File: src/rtl/bevd_pkg.sv
package bevd_pkg;

  localparam int SMP_W     = 16;
  localparam int CNT_W     = 18;
  localparam int SQ_W      = 31;
  localparam int MS_W      = 31;
  localparam int CFG_IDX_W = 3;
  localparam int QDEPTH    = 2;

  localparam logic [CNT_W-1:0] RUN_MAX = '1;

  typedef enum logic [1:0] {
    MODE_SAMPLE  = 2'd0,
    MODE_STOP    = 2'd1,
    MODE_CANCEL  = 2'd2,
    MODE_RESTART = 2'd3
  } mode_t;

  typedef enum logic [1:0] {
    ST_RECORDING = 2'd0,
    ST_VOICED    = 2'd1,
    ST_NO_VOICE  = 2'd2,
    ST_CANCELLED = 2'd3
  } status_t;

  localparam logic [CFG_IDX_W-1:0] CFG_MAX_SAMPLES    = 3'd0;
  localparam logic [CFG_IDX_W-1:0] CFG_BLOCK_SAMPLES  = 3'd1;
  localparam logic [CFG_IDX_W-1:0] CFG_SILENCE_MS     = 3'd2;
  localparam logic [CFG_IDX_W-1:0] CFG_START_GUARD    = 3'd3;
  localparam logic [CFG_IDX_W-1:0] CFG_TAIL_SILENCE   = 3'd4;

  // one classified item on its way from front to back
  typedef struct packed {
    mode_t                   mode;
    logic signed [SMP_W-1:0] sample;
    logic [SQ_W-1:0]         sq;
  } item_t;

  // settings seen by the back end, limit already clamped
  typedef struct packed {
    logic [CNT_W-1:0] lim;
    logic [MS_W-1:0]  smsq;
    logic [CNT_W-1:0] guard;
    logic [CNT_W-1:0] tail;
  } cfg_t;

endpackage

File: src/rtl/bevd_front.sv
module bevd_front import bevd_pkg::*; (
  input  logic                    clk,
  input  logic                    rst_n,
  input  logic                    in_valid,
  output logic                    in_ready,
  input  logic [1:0]              in_mode,
  input  logic signed [SMP_W-1:0] in_sample_in,
  input  logic                    q_full,
  output logic                    push,
  output item_t                   push_item
);

  logic          f_valid_r, f_valid_nxt;
  item_t         f_item_r;
  logic [16:0]   mag;
  logic [33:0]   prod;
  logic          accept;

  // magnitude 0..32768, then its square
  always_comb begin
    if (in_sample_in[SMP_W-1]) begin
      mag = 17'd0 - {1'b1, in_sample_in};
    end else begin
      mag = {1'b0, in_sample_in};
    end
    prod = mag * mag;
  end

  assign in_ready  = !f_valid_r || !q_full;
  assign accept    = in_valid && in_ready;
  assign push      = f_valid_r && !q_full;
  assign push_item = f_item_r;

  always_comb begin
    f_valid_nxt = f_valid_r;
    if (accept) begin
      f_valid_nxt = 1'b1;
    end else if (push) begin
      f_valid_nxt = 1'b0;
    end
  end

  always_ff @(posedge clk) begin
    if (!rst_n) begin
      f_valid_r <= 1'b0;
    end else begin
      f_valid_r <= f_valid_nxt;
    end
  end

  always_ff @(posedge clk) begin
    if (accept) begin
      f_item_r.mode   <= mode_t'(in_mode);
      f_item_r.sample <= in_sample_in;
      f_item_r.sq     <= prod[SQ_W-1:0];
    end
  end

endmodule

File: src/rtl/bevd_queue.sv
module bevd_queue import bevd_pkg::*; (
  input  logic  clk,
  input  logic  rst_n,
  input  logic  push,
  input  item_t push_item,
  output logic  full,
  input  logic  pop,
  output logic  head_valid,
  output item_t head_item
);

  localparam int PW = (QDEPTH > 1) ? $clog2(QDEPTH) : 1;
  localparam int CW = $clog2(QDEPTH + 1);

  item_t           entry_r [QDEPTH];
  logic [PW-1:0]   wr_ptr_r, wr_ptr_nxt;
  logic [PW-1:0]   rd_ptr_r, rd_ptr_nxt;
  logic [CW-1:0]   count_r, count_nxt;

  assign full       = (count_r == CW'(QDEPTH));
  assign head_valid = (count_r != '0);
  assign head_item  = entry_r[rd_ptr_r];

  always_comb begin
    wr_ptr_nxt = wr_ptr_r;
    rd_ptr_nxt = rd_ptr_r;
    count_nxt  = count_r;
    if (push) begin
      wr_ptr_nxt = (wr_ptr_r == PW'(QDEPTH - 1)) ? '0 : wr_ptr_r + 1'b1;
    end
    if (pop) begin
      rd_ptr_nxt = (rd_ptr_r == PW'(QDEPTH - 1)) ? '0 : rd_ptr_r + 1'b1;
    end
    if (push && !pop) begin
      count_nxt = count_r + 1'b1;
    end else if (pop && !push) begin
      count_nxt = count_r - 1'b1;
    end
  end

  always_ff @(posedge clk) begin
    if (!rst_n) begin
      wr_ptr_r <= '0;
      rd_ptr_r <= '0;
      count_r  <= '0;
    end else begin
      wr_ptr_r <= wr_ptr_nxt;
      rd_ptr_r <= rd_ptr_nxt;
      count_r  <= count_nxt;
    end
  end

  always_ff @(posedge clk) begin
    if (push) begin
      entry_r[wr_ptr_r] <= push_item;
    end
  end

endmodule

File: src/rtl/bevd_back.sv
module bevd_back import bevd_pkg::*; #(
  parameter int MAX_BLOCK = 512
) (
  input  logic                                 clk,
  input  logic                                 rst_n,
  input  logic                                 q_valid,
  input  item_t                                q_item,
  output logic                                 pop,
  input  cfg_t                                 cfg,
  input  logic [$clog2(MAX_BLOCK+1)-1:0]       blk,
  input  logic                                 out_ready,
  output logic                                 out_valid,
  output logic                                 out_sample_valid,
  output logic signed [SMP_W-1:0]              out_sample_out,
  output logic [CNT_W-1:0]                     out_sample_count,
  output logic                                 out_finished,
  output logic [1:0]                           out_status
);

  localparam int BW = $clog2(MAX_BLOCK + 1);
  // block sum of squares and threshold times fill share one width
  localparam int AW = BW + MS_W;

  logic [AW-1:0]           e_r, e_nxt, e_sum, need;
  logic [BW-1:0]           fill_r, fill_nxt, fill_inc;
  logic [CNT_W-1:0]        total_r, total_nxt, total_inc;
  logic [CNT_W-1:0]        run_r, run_nxt, run_sat;
  logic [CNT_W:0]          run_sum;
  logic                    heard_r, heard_nxt;
  logic                    ended_r, ended_nxt;

  logic                    ovalid_r, ovalid_nxt;
  logic                    o_sv_r, o_sv_nxt;
  logic signed [SMP_W-1:0] o_smp_r, o_smp_nxt;
  logic [CNT_W-1:0]        o_cnt_r, o_cnt_nxt;
  logic                    o_fin_r, o_fin_nxt;
  status_t                 o_st_r, o_st_nxt;

  logic                    produces, load;
  logic                    closes, voiced, fin;

  assign produces = (q_item.mode != MODE_RESTART) && !ended_r;
  assign pop      = q_valid && (!ovalid_r || out_ready || !produces);

  always_comb begin
    e_sum     = e_r + {{(AW-SQ_W){1'b0}}, q_item.sq};
    fill_inc  = fill_r + 1'b1;
    total_inc = total_r + 1'b1;
    need      = {{BW{1'b0}}, cfg.smsq} * {{MS_W{1'b0}}, fill_inc};
    run_sum   = {1'b0, run_r} + {{(CNT_W+1-BW){1'b0}}, fill_inc};
    run_sat   = run_sum[CNT_W] ? RUN_MAX : run_sum[CNT_W-1:0];
    closes    = (fill_inc >= blk) || (total_inc >= cfg.lim);
    voiced    = (e_sum >= need);
  end

  always_comb begin
    e_nxt     = e_r;
    fill_nxt  = fill_r;
    total_nxt = total_r;
    run_nxt   = run_r;
    heard_nxt = heard_r;
    ended_nxt = ended_r;
    load      = 1'b0;
    fin       = 1'b0;
    o_sv_nxt  = 1'b0;
    o_smp_nxt = '0;
    o_cnt_nxt = total_r;
    o_fin_nxt = 1'b0;
    o_st_nxt  = ST_RECORDING;
    if (pop) begin
      case (q_item.mode)
        MODE_RESTART: begin
          e_nxt     = '0;
          fill_nxt  = '0;
          total_nxt = '0;
          run_nxt   = '0;
          heard_nxt = 1'b0;
          ended_nxt = 1'b0;
        end
        MODE_STOP: begin
          if (!ended_r) begin
            ended_nxt = 1'b1;
            load      = 1'b1;
            o_fin_nxt = 1'b1;
            o_st_nxt  = heard_r ? ST_VOICED : ST_NO_VOICE;
          end
        end
        MODE_CANCEL: begin
          if (!ended_r) begin
            ended_nxt = 1'b1;
            load      = 1'b1;
            o_fin_nxt = 1'b1;
            o_st_nxt  = ST_CANCELLED;
          end
        end
        MODE_SAMPLE: begin
          if (!ended_r) begin
            load = 1'b1;
            if (total_r >= cfg.lim) begin
              // limit already reached: drop the sample and finish
              ended_nxt = 1'b1;
              o_fin_nxt = 1'b1;
              o_st_nxt  = heard_r ? ST_VOICED : ST_NO_VOICE;
            end else begin
              total_nxt = total_inc;
              if (closes) begin
                e_nxt    = '0;
                fill_nxt = '0;
                if (voiced) begin
                  heard_nxt = 1'b1;
                  run_nxt   = '0;
                end else if (total_inc >= cfg.guard) begin
                  run_nxt = run_sat;
                  if (run_sat >= cfg.tail) begin
                    fin = 1'b1;
                  end
                end
                if (total_inc >= cfg.lim) begin
                  fin = 1'b1;
                end
              end else begin
                e_nxt    = e_sum;
                fill_nxt = fill_inc;
              end
              ended_nxt = fin;
              o_sv_nxt  = 1'b1;
              o_smp_nxt = q_item.sample;
              o_cnt_nxt = total_inc;
              o_fin_nxt = fin;
              o_st_nxt  = fin ? (heard_nxt ? ST_VOICED : ST_NO_VOICE) : ST_RECORDING;
            end
          end
        end
        default: begin
        end
      endcase
    end
    if (load) begin
      ovalid_nxt = 1'b1;
    end else if (out_ready) begin
      ovalid_nxt = 1'b0;
    end else begin
      ovalid_nxt = ovalid_r;
    end
  end

  always_ff @(posedge clk) begin
    if (!rst_n) begin
      e_r      <= '0;
      fill_r   <= '0;
      total_r  <= '0;
      run_r    <= '0;
      heard_r  <= 1'b0;
      ended_r  <= 1'b0;
      ovalid_r <= 1'b0;
    end else begin
      e_r      <= e_nxt;
      fill_r   <= fill_nxt;
      total_r  <= total_nxt;
      run_r    <= run_nxt;
      heard_r  <= heard_nxt;
      ended_r  <= ended_nxt;
      ovalid_r <= ovalid_nxt;
    end
  end

  always_ff @(posedge clk) begin
    if (load) begin
      o_sv_r  <= o_sv_nxt;
      o_smp_r <= o_smp_nxt;
      o_cnt_r <= o_cnt_nxt;
      o_fin_r <= o_fin_nxt;
      o_st_r  <= o_st_nxt;
    end
  end

  assign out_valid        = ovalid_r;
  assign out_sample_valid = o_sv_r;
  assign out_sample_out   = o_smp_r;
  assign out_sample_count = o_cnt_r;
  assign out_finished     = o_fin_r;
  assign out_status       = o_st_r;

endmodule

File: src/rtl/block_energy_voice_endpoint_detector.sv
// Path: an accepted input is held in the front register, then in a queue entry, then in the
// output register; back-pressure from out_ready can hold it at each of these.
// Throughput: one item per cycle while out_ready is high; the back end's single energy
// accumulate-and-compare stage takes a sample every cycle. Stop, cancel and restart take the same slot.
// Reset: rst_n is synchronous, active low; clears all detector state and queue, and loads
// the register defaults. No clearing pass is needed.
module block_energy_voice_endpoint_detector import bevd_pkg::*; #(
  parameter int MAX_BLOCK  = 512,
  parameter int MAX_RECORD = 160000
) (
  input  logic                    clk,
  input  logic                    rst_n,
  input  logic                    in_valid,
  output logic                    in_ready,
  input  logic [1:0]              in_mode,
  input  logic signed [SMP_W-1:0] in_sample_in,
  output logic                    out_valid,
  input  logic                    out_ready,
  output logic                    out_sample_valid,
  output logic signed [SMP_W-1:0] out_sample_out,
  output logic [CNT_W-1:0]        out_sample_count,
  output logic                    out_finished,
  output logic [1:0]              out_status,
  input  logic                    cfg_valid,
  output logic                    cfg_ready,
  input  logic [CFG_IDX_W-1:0]    cfg_index,
  input  logic [MS_W-1:0]         cfg_data
);

  localparam int BW = $clog2(MAX_BLOCK + 1);

  function automatic logic [CNT_W-1:0] clamp_lim(input logic [CNT_W-1:0] v);
    logic [CNT_W-1:0] r;
    if (v == '0) begin
      r = CNT_W'(1);
    end else if (32'(v) > MAX_RECORD) begin
      r = CNT_W'(MAX_RECORD);
    end else begin
      r = v;
    end
    return r;
  endfunction

  function automatic logic [BW-1:0] clamp_blk(input logic [9:0] v);
    logic [BW-1:0] r;
    if (v == '0) begin
      r = BW'(1);
    end else if (32'(v) > MAX_BLOCK) begin
      r = BW'(MAX_BLOCK);
    end else begin
      r = BW'(v);
    end
    return r;
  endfunction

  cfg_t          cfg_r;
  logic [BW-1:0] blk_r;
  logic          cfg_wr;

  logic          q_full, push, q_valid, pop;
  item_t         push_item, q_item;

  assign cfg_ready = 1'b1;
  assign cfg_wr    = cfg_valid && cfg_ready;

  always_ff @(posedge clk) begin
    if (!rst_n) begin
      cfg_r.lim   <= clamp_lim(CNT_W'(48000));
      blk_r       <= clamp_blk(10'd512);
      cfg_r.smsq  <= MS_W'(339553);
      cfg_r.guard <= CNT_W'(9600);
      cfg_r.tail  <= CNT_W'(12800);
    end else if (cfg_wr) begin
      case (cfg_index)
        CFG_MAX_SAMPLES:   cfg_r.lim   <= clamp_lim(cfg_data[CNT_W-1:0]);
        CFG_BLOCK_SAMPLES: blk_r       <= clamp_blk(cfg_data[9:0]);
        CFG_SILENCE_MS:    cfg_r.smsq  <= cfg_data;
        CFG_START_GUARD:   cfg_r.guard <= cfg_data[CNT_W-1:0];
        CFG_TAIL_SILENCE:  cfg_r.tail  <= cfg_data[CNT_W-1:0];
        default: begin
        end
      endcase
    end
  end

  bevd_front u_front (
    .clk          (clk),
    .rst_n        (rst_n),
    .in_valid     (in_valid),
    .in_ready     (in_ready),
    .in_mode      (in_mode),
    .in_sample_in (in_sample_in),
    .q_full       (q_full),
    .push         (push),
    .push_item    (push_item)
  );

  bevd_queue u_queue (
    .clk        (clk),
    .rst_n      (rst_n),
    .push       (push),
    .push_item  (push_item),
    .full       (q_full),
    .pop        (pop),
    .head_valid (q_valid),
    .head_item  (q_item)
  );

  bevd_back #(
    .MAX_BLOCK (MAX_BLOCK)
  ) u_back (
    .clk              (clk),
    .rst_n            (rst_n),
    .q_valid          (q_valid),
    .q_item           (q_item),
    .pop              (pop),
    .cfg              (cfg_r),
    .blk              (blk_r),
    .out_ready        (out_ready),
    .out_valid        (out_valid),
    .out_sample_valid (out_sample_valid),
    .out_sample_out   (out_sample_out),
    .out_sample_count (out_sample_count),
    .out_finished     (out_finished),
    .out_status       (out_status)
  );

endmodule
File: config.mk
export PLATFORM = sky130hd
export DESIGN_NAME = block_energy_voice_endpoint_detector
export DESIGN_NICKNAME = d
export VERILOG_FILES = /design/src/rtl/bevd_pkg.sv /design/src/rtl/bevd_front.sv /design/src/rtl/bevd_queue.sv /design/src/rtl/bevd_back.sv /design/src/rtl/block_energy_voice_endpoint_detector.sv
export SDC_FILE = /design/constraint.sdc
export NUM_CORES = 2
export LEC_CHECK = 0
export BUFFER_PORTS_ARGS = -buffer_cell sky130_fd_sc_hd__buf_4
export CORE_MARGIN = 4
export CORE_UTILIZATION = 43
export DETAILED_ROUTE_END_ITERATION = 8
export GPL_TIMING_DRIVEN = 0
export PLACE_DENSITY = 0.69
export SYNTH_ARGS = -nofsm -noshare
export SYNTH_HDL_FRONTEND = slang
export SYNTH_SLANG_ARGS = --single-unit
File: constraint.sdc
create_clock -name clk -period 11.7 [get_ports clk]
set_clock_uncertainty 0.2 [all_clocks]
set_input_delay 0.585 -clock clk [delete_from_list [all_inputs] [get_ports clk]]
set_output_delay 0.585 -clock clk [all_outputs]
set_load 0.01 [all_outputs]
==> out/metrics.yaml <==
timing:
  relSlewSlack_pct: 24.5
  finalSetupViolCount: 0
  slew_viol_final: 0
  fmax_ghz: 0.0895
  period_needed_ns: 11.17
  worstMarginPinSlew_ns: 1.12
  rsz0062_at_grt: "false"
  finalHoldViolCount: 0
  fin_crit_sh_pct: 95.4
  fin_setup_tns_ns: 0
placement:
  place_hpwl_mm: 72.8
  dp.cells: 5090
  routabilityCongestion: 0.905
  portBuffers: 96
flow_run:
  drv_cap: 0
grt:
  grt.overflow.total: 0
  grt_pass1_wl_mm: 152
  grtUsageTotal_pct: 21.2
  antenna_found_initial: 0
  grt_max_degree: 42
  grt_pass1_vias: 28300
synth:
  ys_async_sr_fraction_pct: 0
  synthDistinctLibCells: 83
  yosysTopAreaCellShare_pct: 23.4
  synth_edf_count: 179
  synth-warning-count: 0
  ys_ff_latch: 370
  yosysTopAreaCell: "fa_1"
  ys_seq_area_share_pct: 25.4
  synth_area_um2: 36200
  synthCells: 3878
  synthFlopType: "dfxtp_1"
  synth_area_leaders: "fa_1 23%, edfxtp_1 15%, ha_1 12%"
  synth.avg_cell_area_um2: 9.33
power_and_ir_drop:
  combPwrFrac_pct: 66.8
  pwr-share-clk_pct: 13.4
  swShare_pct: 45.2
  power.switching_w: 0.00452
  p_leak_nw: 18.8
  power.internal_w: 0.00549
  seq_power_share_pct: 19.8
  power_density_nw_per_um2: 250
  worst_ir_drop_vdd_mv: 0.693
routing:
  drt_iter0_drc: 1930
  routed_wl_mm: 92.8
  drc: 0
  wire_per_inst_um: 17.9
  viasPerCell: 5.36
  ant_nets: 0
  vias: 27800
  first_pass_iters: 5
critical_path:
  ff2ff_setup_slack_ns: 0.53
  critPathMaxFanout: 11
  r2r_cells: 34
  cp.required_ns: 11.99
  cp_common_cell: "fa_1"
  startpoint_type: "flip-flop"
  critical_path.startpoint: "u_back.fill_r[0]"
  rr_endpoint: "u_back.run_r[0]"
  arrival_ns: 11.46
  rr_startpoint: "u_back.fill_r[0]"
  cp-end-kind: "flip-flop"
  crit_type: "reg2reg"
  critical_path.slowest_cell: "clkbuf_1"
  slowest_delay_ns: 0.83
hold_path:
  worst_hold_path.num_cells: 1
  whs_endpoint: "u_front.push_item[37]"
  hp-class: "in2reg"
  hold_path.startpoint: "in_sample_in[6]"
final_layout:
  drive_above_1_share_pct: 5.95
  instances_no_fill: 5182
  final_cell_mix: "548 x inv_1, 492 x nand2_1, 423 x fa_1, 338 x ha_1, 215 x a21oi_1"
  nets: 4886
  fill_cells: 7707
  final_common_cell: "inv_1"
  num_antenna_cells: 0
  syn_to_final_growth_pct: 10.5
  final_core_util_pct: 47.9
clock_tree:
  cts_max_level: 2
  clock-sinks: 370
  cts_tree: "yes"
  clk_latency_ns: 0.61
  clkTransAtPathRegs_ns: 0.07
  cts_buffers: 42
  cts.path.max_buffers: 3
  cts_root_buffer: "clkbuf_16"
  post_cts_buffers: 0
floorplanning:
  ios: 98
  dieArea_um2: 88900
  start_util_pct: 43.3
  dieHeight_um: 298
  die_width_um: 298
  core_um2: 83600
  rows: 106
status:
  status: "complete, no violations"
## flip-flops by register name (all words and copies together), names as in the netlist, named ones only
register,count
u_back.out_sample_valid,1
u_back.run_r,18
u_back.out_status,2
u_front.f_valid_r,1
u_back.total_r,18
u_queue.rd_ptr_r,1
u_back.out_finished,1
u_front.push_item,47
u_back.fill_r,10
u_queue.entry_r,94
u_back.out_sample_count,18
u_back.ended_r,1
u_queue.wr_ptr_r,1
u_back.out_valid,1
u_back.heard_r,1
u_back.e_r,41
blk_r,10
cfg_r,85
u_back.out_sample_out,16
u_queue.count_r,2
## Yosys cell counts, types with 15 or more instances
master    count
edfxtp_1    179
dfxtp_1     191
nand4_1      27
o21a_1       19
a22oi_1      23
inv_1       549
nor2_1      206
mux2i_1      20
xnor2_1     103
or3_1        25
a21oi_1     216
nand2b_1     20
nand3_1     114
nand2_1     492
mux2_2       34
nor2b_1      41
fa_1        423
and3_1       26
a211oi_1     15
nor3_1       37
o21ai_0     102
o211ai_1     23
a21o_1       70
and2_1      168
a31oi_1      18
xor2_1       64
clkbuf_1    136
ha_1        338
o31ai_1      20
## power groups by stage
stage	logic [W]	clock network [W]	registers (W)
after CTS	0.00672	0.00136	0.00198
final	0.00668	0.00134	0.00198
after floorplan	0.00495	0	0.00201
after global routing	0.00758	0.00142	0.00200
after detailed placement	0.00667	0	0.00201
after global placement	0.00653	0	0.00201
## metal layers
metal  vias up  part of all wire [%]  track usage [%]
li1      13100                     -                -
met1     13700                    43             28.6
met2       798                    48             35.7
met3       115                   6.2             2.81
met4         0                   2.8             6.14
met5         -                     0                0
## cells by family after synthesis
| group | after synthesis | synth area share, % |
|---|---|---|
| simple gates | 1198 | 15.5 |
| fa+ha+maj | 761 | 35.1 |
| buf+inv | 719 | 7.51 |
| compound gates | 607 | 10.8 |
| flops | 370 | 25.4 |
| xor+xnor | 167 | 4.04 |
| mux | 54 | 1.61 |
| other cells | 2 | 0.0208 |
## final cells by class
type / instances / area (um^2) / area share [%]
plain buffers: 162 / 628 / 1.57
clock inverters: 16 / 190 / 0.476
inverters: 557 / 2090 / 5.23
repair buffers: 113 / 921 / 2.30
multi-input cells: 2822 / 24400 / 61.0
well taps: 1080 / 1350 / 3.38
flip-flops and latches: 370 / 9200 / 23.0
clock buffers: 62 / 1210 / 3.02
## metrics by stage
step	worst slack, ns	cell area (um^2)	hold slack (ns)	power [W]
after floorplan	3.28	36300	0.221	0.00696
final	0.533	40000	0.0192	0.0100
after global placement	0.461	38400	0.222	0.00854
after global routing	0.00425	40000	-0.00380	0.0110
after detailed placement	0.295	38500	0.230	0.00868
after CTS	0.235	39900	0.000551	0.0101
## worst max-delay path: cells and delay by family (launching register included)
family          cells  cell delay [ns]
fa+ha+maj           7             3.11
flops               1             0.50
buf+inv             6             1.83
compound gates     12             3.10
xor+xnor            2             0.89
simple gates        7             1.39
## worst max-delay path by stage
stage	endpoint	slack [ns]	cells after the start
2_1_floorplan	u_back.run_r[9]	3.28	35
3_3_place_gp	u_back.run_r[0]	0.46	34
3_5_place_dp	u_back.run_r[0]	0.30	32
4_1_cts	u_back.run_r[0]	0.23	33
5_1_grt	u_back.run_r[8]	0.004	34
6_report	u_back.run_r[0]	0.53	34
## what timing repair did
action                                 4_1_cts  5_1_grt
setup endpoints to repair                    0       18
endpoints found under the hold margin        8        6
hold buffers                                 8        6
resized for setup                            0        1
Note: power is estimated with default switching activity, not from simulation.
